[src/design/rgcd_pkg.sv]
// Shared types, widths and state codes for the rational arithmetic reducer.
package rgcd_pkg;

    localparam int OPERAND_WIDTH = 16;
    localparam int PROD_W        = 2 * OPERAND_WIDTH;
    localparam int SUM_W         = PROD_W + 1;
    localparam int MAG_W         = 2 * OPERAND_WIDTH;
    localparam int NUM_W         = 33;
    localparam int DEN_W         = 31;
    localparam int CNT_W         = $clog2(MAG_W + 1);

    typedef enum logic [1:0] {
        MODE_ADD = 2'd0,
        MODE_SUB = 2'd1,
        MODE_MUL = 2'd2,
        MODE_DIV = 2'd3
    } t_mode;

    typedef struct packed {
        t_mode                           mode;
        logic signed [OPERAND_WIDTH-1:0] left_num;
        logic signed [OPERAND_WIDTH-1:0] left_den;
        logic signed [OPERAND_WIDTH-1:0] right_num;
        logic signed [OPERAND_WIDTH-1:0] right_den;
    } t_in_item;

    typedef struct packed {
        logic signed [NUM_W-1:0] result_num;
        logic        [DEN_W-1:0] result_den;
        logic                    is_whole;
        logic                    bad_denominator;
    } t_out_item;

    typedef struct packed {
        logic             start;
        logic [MAG_W-1:0] dividend;
        logic [MAG_W-1:0] divisor;
    } t_div_req;

    typedef struct packed {
        logic             done;
        logic [MAG_W-1:0] quot;
        logic [MAG_W-1:0] rem;
    } t_div_rsp;

    typedef enum logic [3:0] {
        ST_IDLE,
        ST_MUL1,
        ST_MUL2,
        ST_MUL3,
        ST_MUL4,
        ST_SIGN,
        ST_GCD_GO,
        ST_GCD_WAIT,
        ST_DIVN_GO,
        ST_DIVN_WAIT,
        ST_DIVD_GO,
        ST_DIVD_WAIT,
        ST_FINISH
    } t_state;

endpackage

[src/design/rgcd_div.sv]
// Restoring unsigned divider, one quotient bit per cycle.
module rgcd_div (
    input  logic              i_clk,
    input  logic              i_rst_n,
    input  rgcd_pkg::t_div_req i_req,
    output rgcd_pkg::t_div_rsp o_rsp
);

    logic                          r_busy;
    logic                          r_done;
    logic [rgcd_pkg::CNT_W-1:0]    r_cnt;
    logic [rgcd_pkg::MAG_W:0]      r_rem;
    logic [rgcd_pkg::MAG_W-1:0]    r_quo;
    logic [rgcd_pkg::MAG_W-1:0]    r_dsr;

    logic [rgcd_pkg::MAG_W:0]      shifted;
    logic                          take;

    always_comb begin
        shifted = {r_rem[rgcd_pkg::MAG_W-1:0], r_quo[rgcd_pkg::MAG_W-1]};
        take    = (shifted >= {1'b0, r_dsr});
    end

    always_ff @(posedge i_clk) begin
        if (!i_rst_n) begin
            r_busy <= 1'b0;
            r_done <= 1'b0;
            r_cnt  <= '0;
        end else begin
            r_done <= 1'b0;
            if (i_req.start) begin
                r_busy <= 1'b1;
                r_cnt  <= rgcd_pkg::CNT_W'(rgcd_pkg::MAG_W);
            end else if (r_busy) begin
                r_cnt <= r_cnt - rgcd_pkg::CNT_W'(1);
                if (r_cnt == rgcd_pkg::CNT_W'(1)) begin
                    r_busy <= 1'b0;
                    r_done <= 1'b1;
                end
            end
        end
    end

    always_ff @(posedge i_clk) begin
        if (i_req.start) begin
            r_rem <= '0;
            r_quo <= i_req.dividend;
            r_dsr <= i_req.divisor;
        end else if (r_busy) begin
            r_rem <= take ? (shifted - {1'b0, r_dsr}) : shifted;
            r_quo <= {r_quo[rgcd_pkg::MAG_W-2:0], take};
        end
    end

    assign o_rsp.done = r_done;
    assign o_rsp.quot = r_quo;
    assign o_rsp.rem  = r_rem[rgcd_pkg::MAG_W-1:0];

endmodule

[src/design/rational_arith_gcd_reduce.sv]
// Rational add, subtract, multiply and divide with GCD reduction.
//
// Takes one item (mode and two fractions), forms the cross products through a single
// shared signed multiplier over the states ST_MUL1 to ST_MUL4, moves the sign onto the
// numerator and reduces both parts by a Euclidean GCD whose remainders, and the two
// final exact divisions, all run on one bit-serial divider. An item with a zero
// result denominator skips the reduction and finishes with the flag set. The block
// takes one item at a time; the finished result sits in an output register, so a new
// item is taken while the previous result still waits.
module rational_arith_gcd_reduce (
    input  logic                i_clk,
    input  logic                i_rst_n,
    input  logic                i_in_valid,
    output logic                o_in_ready,
    input  rgcd_pkg::t_in_item  i_in_data,
    output logic                o_out_valid,
    input  logic                i_out_ready,
    output rgcd_pkg::t_out_item o_out_data
);

    localparam int W = rgcd_pkg::OPERAND_WIDTH;

    rgcd_pkg::t_state    r_state, n_state;
    rgcd_pkg::t_in_item  r_item;
    rgcd_pkg::t_out_item r_out;
    logic                r_out_vld;

    logic signed [rgcd_pkg::PROD_W-1:0] r_prod;
    logic signed [rgcd_pkg::SUM_W-1:0]  r_e;
    logic signed [rgcd_pkg::PROD_W-1:0] r_f;
    logic [rgcd_pkg::MAG_W-1:0]         r_nm, r_dm, r_ga, r_gb;
    logic                               r_neg;

    logic signed [W-1:0]                mul_x, mul_y;
    logic signed [rgcd_pkg::PROD_W-1:0] mul_p;
    logic signed [rgcd_pkg::SUM_W-1:0]  e_abs;
    logic signed [rgcd_pkg::PROD_W-1:0] f_abs;
    logic signed [rgcd_pkg::MAG_W:0]    num_s;
    logic                               f_zero;
    logic                               out_free;

    rgcd_pkg::t_div_req div_req;
    rgcd_pkg::t_div_rsp div_rsp;

    rgcd_div u_div (
        .i_clk   (i_clk),
        .i_rst_n (i_rst_n),
        .i_req   (div_req),
        .o_rsp   (div_rsp)
    );

    assign mul_p    = mul_x * mul_y;
    assign f_zero   = (r_f == '0);
    assign out_free = !r_out_vld || i_out_ready;

    always_comb begin
        e_abs = r_e[rgcd_pkg::SUM_W-1] ? -r_e : r_e;
        f_abs = r_f[rgcd_pkg::PROD_W-1] ? -r_f : r_f;
        num_s = r_neg ? -$signed({1'b0, r_nm}) : $signed({1'b0, r_nm});
    end

    always_ff @(posedge i_clk) begin
        if (!i_rst_n) begin
            r_state <= rgcd_pkg::ST_IDLE;
        end else begin
            r_state <= n_state;
        end
    end

    always_comb begin
        n_state          = r_state;
        o_in_ready       = 1'b0;
        mul_x            = r_item.left_num;
        mul_y            = r_item.right_den;
        div_req.start    = 1'b0;
        div_req.dividend = r_ga;
        div_req.divisor  = r_gb;
        unique case (r_state)
            rgcd_pkg::ST_IDLE: begin
                o_in_ready = 1'b1;
                if (i_in_valid) n_state = rgcd_pkg::ST_MUL1;
            end
            rgcd_pkg::ST_MUL1: begin
                if (r_item.mode == rgcd_pkg::MODE_MUL) mul_y = r_item.right_num;
                n_state = rgcd_pkg::ST_MUL2;
            end
            rgcd_pkg::ST_MUL2: begin
                mul_x   = r_item.right_num;
                mul_y   = r_item.left_den;
                n_state = rgcd_pkg::ST_MUL3;
            end
            rgcd_pkg::ST_MUL3: begin
                mul_x = r_item.left_den;
                if (r_item.mode == rgcd_pkg::MODE_DIV) mul_y = r_item.right_num;
                n_state = rgcd_pkg::ST_MUL4;
            end
            rgcd_pkg::ST_MUL4: begin
                n_state = rgcd_pkg::ST_SIGN;
            end
            rgcd_pkg::ST_SIGN: begin
                n_state = f_zero ? rgcd_pkg::ST_FINISH : rgcd_pkg::ST_GCD_GO;
            end
            rgcd_pkg::ST_GCD_GO: begin
                if (r_gb == '0) begin
                    n_state = rgcd_pkg::ST_DIVN_GO;
                end else begin
                    div_req.start = 1'b1;
                    n_state       = rgcd_pkg::ST_GCD_WAIT;
                end
            end
            rgcd_pkg::ST_GCD_WAIT: begin
                if (div_rsp.done) n_state = rgcd_pkg::ST_GCD_GO;
            end
            rgcd_pkg::ST_DIVN_GO: begin
                div_req.start    = 1'b1;
                div_req.dividend = r_nm;
                div_req.divisor  = r_ga;
                n_state          = rgcd_pkg::ST_DIVN_WAIT;
            end
            rgcd_pkg::ST_DIVN_WAIT: begin
                if (div_rsp.done) n_state = rgcd_pkg::ST_DIVD_GO;
            end
            rgcd_pkg::ST_DIVD_GO: begin
                div_req.start    = 1'b1;
                div_req.dividend = r_dm;
                div_req.divisor  = r_ga;
                n_state          = rgcd_pkg::ST_DIVD_WAIT;
            end
            rgcd_pkg::ST_DIVD_WAIT: begin
                if (div_rsp.done) n_state = rgcd_pkg::ST_FINISH;
            end
            rgcd_pkg::ST_FINISH: begin
                if (out_free) n_state = rgcd_pkg::ST_IDLE;
            end
            default: begin
                n_state = rgcd_pkg::ST_IDLE;
            end
        endcase
    end

    // Datapath: products, sign handling, Euclid operands and quotients
    always_ff @(posedge i_clk) begin
        unique case (r_state)
            rgcd_pkg::ST_IDLE: begin
                if (i_in_valid) r_item <= i_in_data;
            end
            rgcd_pkg::ST_MUL1: begin
                r_prod <= mul_p;
            end
            rgcd_pkg::ST_MUL2: begin
                r_e    <= rgcd_pkg::SUM_W'(r_prod);
                r_prod <= mul_p;
            end
            rgcd_pkg::ST_MUL3: begin
                if (r_item.mode == rgcd_pkg::MODE_ADD) begin
                    r_e <= r_e + rgcd_pkg::SUM_W'(r_prod);
                end else if (r_item.mode == rgcd_pkg::MODE_SUB) begin
                    r_e <= r_e - rgcd_pkg::SUM_W'(r_prod);
                end
                r_prod <= mul_p;
            end
            rgcd_pkg::ST_MUL4: begin
                r_f <= r_prod;
            end
            rgcd_pkg::ST_SIGN: begin
                r_neg <= r_e[rgcd_pkg::SUM_W-1] ^ r_f[rgcd_pkg::PROD_W-1];
                r_nm  <= rgcd_pkg::MAG_W'($unsigned(e_abs));
                r_dm  <= rgcd_pkg::MAG_W'($unsigned(f_abs));
                r_ga  <= rgcd_pkg::MAG_W'($unsigned(e_abs));
                r_gb  <= rgcd_pkg::MAG_W'($unsigned(f_abs));
            end
            rgcd_pkg::ST_GCD_WAIT: begin
                if (div_rsp.done) begin
                    r_ga <= r_gb;
                    r_gb <= div_rsp.rem;
                end
            end
            rgcd_pkg::ST_DIVN_WAIT: begin
                if (div_rsp.done) r_nm <= div_rsp.quot;
            end
            rgcd_pkg::ST_DIVD_WAIT: begin
                if (div_rsp.done) r_dm <= div_rsp.quot;
            end
            default: begin
            end
        endcase
    end

    always_ff @(posedge i_clk) begin
        if (!i_rst_n) begin
            r_out_vld <= 1'b0;
        end else if (r_state == rgcd_pkg::ST_FINISH && out_free) begin
            r_out_vld <= 1'b1;
        end else if (i_out_ready) begin
            r_out_vld <= 1'b0;
        end
    end

    // Load the result item; a zero denominator gives all-zero fields with the flag
    always_ff @(posedge i_clk) begin
        if (r_state == rgcd_pkg::ST_FINISH && out_free) begin
            if (f_zero) begin
                r_out.result_num      <= '0;
                r_out.result_den      <= '0;
                r_out.is_whole        <= 1'b0;
                r_out.bad_denominator <= 1'b1;
            end else begin
                r_out.result_num      <= rgcd_pkg::NUM_W'(num_s);
                r_out.result_den      <= rgcd_pkg::DEN_W'(r_dm);
                r_out.is_whole        <= (r_dm == rgcd_pkg::MAG_W'(1));
                r_out.bad_denominator <= 1'b0;
            end
        end
    end

    assign o_out_valid = r_out_vld;
    assign o_out_data  = r_out;

`ifndef SYNTH
    a_div_done_in_wait: assert property (@(posedge i_clk) disable iff (!i_rst_n)
        div_rsp.done |-> (r_state == rgcd_pkg::ST_GCD_WAIT ||
                          r_state == rgcd_pkg::ST_DIVN_WAIT ||
                          r_state == rgcd_pkg::ST_DIVD_WAIT))
        else $error("divider finished outside a wait state");

    a_exact_div: assert property (@(posedge i_clk) disable iff (!i_rst_n)
        (div_rsp.done && (r_state == rgcd_pkg::ST_DIVN_WAIT ||
                          r_state == rgcd_pkg::ST_DIVD_WAIT)) |-> (div_rsp.rem == '0))
        else $error("reduction by gcd left a remainder");

    a_den_nonzero: assert property (@(posedge i_clk) disable iff (!i_rst_n)
        (o_out_valid && !o_out_data.bad_denominator) |-> (o_out_data.result_den != '0))
        else $error("reduced denominator is zero");

    a_bad_fields: assert property (@(posedge i_clk) disable iff (!i_rst_n)
        (o_out_valid && o_out_data.bad_denominator) |->
            (o_out_data.result_num == '0 && o_out_data.result_den == '0 &&
             !o_out_data.is_whole))
        else $error("flagged result carries nonzero fields");

    a_gcd_start_nonzero: assert property (@(posedge i_clk) disable iff (!i_rst_n)
        div_req.start |-> (div_req.divisor != '0))
        else $error("divider started with a zero divisor");
`endif

endmodule
[config.mk]
export PLATFORM = sky130hd
export DESIGN_NAME = rational_arith_gcd_reduce
export DESIGN_NICKNAME = d
export VERILOG_FILES = /design/src/design/rgcd_pkg.sv /design/src/design/rgcd_div.sv /design/src/design/rational_arith_gcd_reduce.sv
export SDC_FILE = /design/constraint.sdc
export NUM_CORES = 2
export LEC_CHECK = 0
export BUFFER_PORTS_ARGS = -buffer_cell sky130_fd_sc_hd__buf_4
export CAP_MARGIN = 0
export CORE_MARGIN = 2
export CORE_UTILIZATION = 55
export DETAILED_ROUTE_END_ITERATION = 6
export GPL_ROUTABILITY_DRIVEN = 0
export PLACE_DENSITY = 0.72
export SYNTH_ARGS = -nofsm -noshare
export SYNTH_HDL_FRONTEND = slang
export SYNTH_SLANG_ARGS = --single-unit
[constraint.sdc]
create_clock -name i_clk -period 10.4 [get_ports i_clk]
set_input_delay 2.08 -clock i_clk [delete_from_list [all_inputs] [get_ports i_clk]]
set_output_delay 2.08 -clock i_clk [all_outputs]
set_load 0.02 [all_outputs]
==> flow_summary.yaml <==
synth:
  ys_warn_count: 0
  synth_fp_nets: 3971
  synth_edf_count: 422
  synthTopCellsByArea: "edfxtp_1, fa_1, ha_1"
  synth_common_cells: "nand2_1, edfxtp_1, nor2_1"
  synth-seq-cells: 467
  synth_top_area_share_pct: 37.0
  ys.flop_type: "edfxtp_1"
  syn_area_um2: 34200
  ys_async_sr_fraction_pct: 0
  post-synth-top-count-cell: "nand2_1"
  syn_area_per_cell_um2: 9.83
  yosysSeqAreaShare_pct: 39.6
  syn_inst: 3485
  yosysTopAreaCell: "edfxtp_1"
  synth_cell_types: 75
sta:
  final_hold_viol_count: 0
  slew_headroom_pct: 18.9
  final-setup-viol-count: 0
  slew_violations: 0
  grt_setup_unrepaired: "false"
  post-route-period-util_pct: 85.0
  fin_setup_tns_ps: 0
  fin_crit_ps: 8840
  worst_slew_pin_slew_ps: 1220
  skew_ps: 61.2
  fmax_mhz: 113
finish:
  layout-drive-gt1-share_pct: 8.21
  syn_to_final_growth_pct: 10.4
  design_area_um2: 37800
  final_util_pct: 61.4
  ff_latch_area_um2: 13600
  num-fill-cells: 5095
  multi_input_area_um2: 18800
  nets: 4051
  diodes: 0
worst_setup_path:
  crit_required_ps: 10720
  crit_slowest_cell: "dfxtp_2"
  cp_top_family: "adder cells"
  critPathMaxStageDelay_ps: 920
  startpoint_type: "flop"
  reg2reg_setup_slack_ps: 1560
  critical_path_class: "reg2reg"
  cp_common_cell: "fa_1"
  crit_arrival_ps: 9160
  crit_buf_inv: 5
  end_kind: "flop"
  cp_max_fo: 34
global_routing:
  grtUsageTotal_pct: 27.3
  grt_pass1_vias: 25500
  grt-ovfl-total: 0
  antenna_found_initial: 0
  grt_max_degree: 96
  grt_pass1_wl_um: 137000
route:
  wl_per_cell_um: 19.2
  drtPass1Iterations: 7
  dr.max_layer_used: "met4"
  drt_iter0_markers: 2189
  routed_wl_um: 85400
  met3WireLength_um: 5800
  drc: 11
  vias_per_cell: 5.78
  vias: 25700
  ant_nets: 0
  wl_met1_um: 33300
  wl_met2_um: 42500
floorplanning:
  die-height_um: 254
  io_pins: 138
  core_um2: 61600
  core.rowCount: 91
  dieArea_um2: 64300
  start_util_pct: 55.6
  die_w_um: 254
clocking:
  cts_resized: 0
  clock_path_buffers: 3
  tritoncts: "done"
  postCtsHoldBufs: 0
  cts_setup_buffers: 0
  path_clk_slew_ps: 60
  cts-root-buf: "clkbuf_16"
  h-tree-depth: 2
  cts_buffers: 49
  cts_sinks: 467
  clock_latency_ps: 640
hold_path:
  min_path_type: "reg2reg"
run:
  cap_violations: 0
placement:
  place_area_um2: 36100
  io_buffers: 137
  dp_hpwl_um: 64900
outcome:
  status: "finished with violations"
  failed_checks: "design-rule violations"
==> cell families (layout without fill, tap and decap cells) <==
kind of cell / count (synthesis) / count (layout) / share of synthesized area, %
AND/OR/NAND/NOR: 1154 / 1154 / 14.9
AO/OA/AOI/OAI: 693 / 693 / 12.8
buffers and inverters: 531 / 652 / 5.82
flip-flops: 467 / 467 / 39.6
adder cells (fa/ha/maj): 416 / 416 / 21.0
XOR/XNOR: 203 / 203 / 5.19
multiplexers: 21 / 21 / 0.618
==> area by class of cell <==
class,instances,area share [%]
clock buffer,60,3.38
clock inverter,32,1.04
inverter,392,3.89
multi-input combinational,2487,49.7
sequential,467,35.9
tap,837,2.77
timing repair buffer,168,3.34
==> per-layer routing <==
layer	GRT usage (%)	up-vias
li1	-	12100
met1	34.1	12400
met2	47.8	969
met3	3.27	201
met4	12.1	0
met5	0	-
==> cells in the final DEF (no fill, tap or decap), types with 37 or more instances in the layout <==
| master | netlist | routed |
|---|---|---|
| nand2_1 | 431 | 431 |
| edfxtp_1 | 422 | 422 |
| nor2_1 | 408 | 400 |
| inv_1 | 392 | 391 |
| fa_1 | 264 | 264 |
| a21oi_1 | 238 | 238 |
| buf_4 | 0 | 168 |
| o21ai_0 | 155 | 154 |
| ha_1 | 152 | 152 |
| xor2_1 | 126 | 126 |
| xnor2_1 | 77 | 77 |
| a21o_1 | 55 | 54 |
| and2_1 | 49 | 49 |
| clkbuf_16 | 0 | 49 |
| dfxtp_1 | 45 | 43 |
| nand2b_1 | 37 | 37 |
==> metrics by stage <==
stage	hold slack, ps	std cells	setup slack [ps]
3_5_place_dp	489	4351	1690
6_report	472	4443	1560
5_1_grt	483	4443	962
3_3_place_gp	482	4351	1850
4_1_cts	455	4443	1590
2_1_floorplan	463	3485	2810
==> worst min-delay path, stage by stage, from the launching register on <==
cell and delay [ps]:
dfxtp_1 330, nand2_1 60, a31oi_1 80
==> final timing paths <==
check / start / endpoint / cells after the start
max reg2reg: r_state[0] / r_prod[31] / 28
min reg2reg: u_div.r_rem[29] / u_div.r_rem[30] / 2
max: r_state[0] / r_prod[31] / 28
min: u_div.r_rem[29] / u_div.r_rem[30] / 2
Power is not shown: default switching activity piles up to over one toggle a cycle in this logic, so the estimate is an artifact.
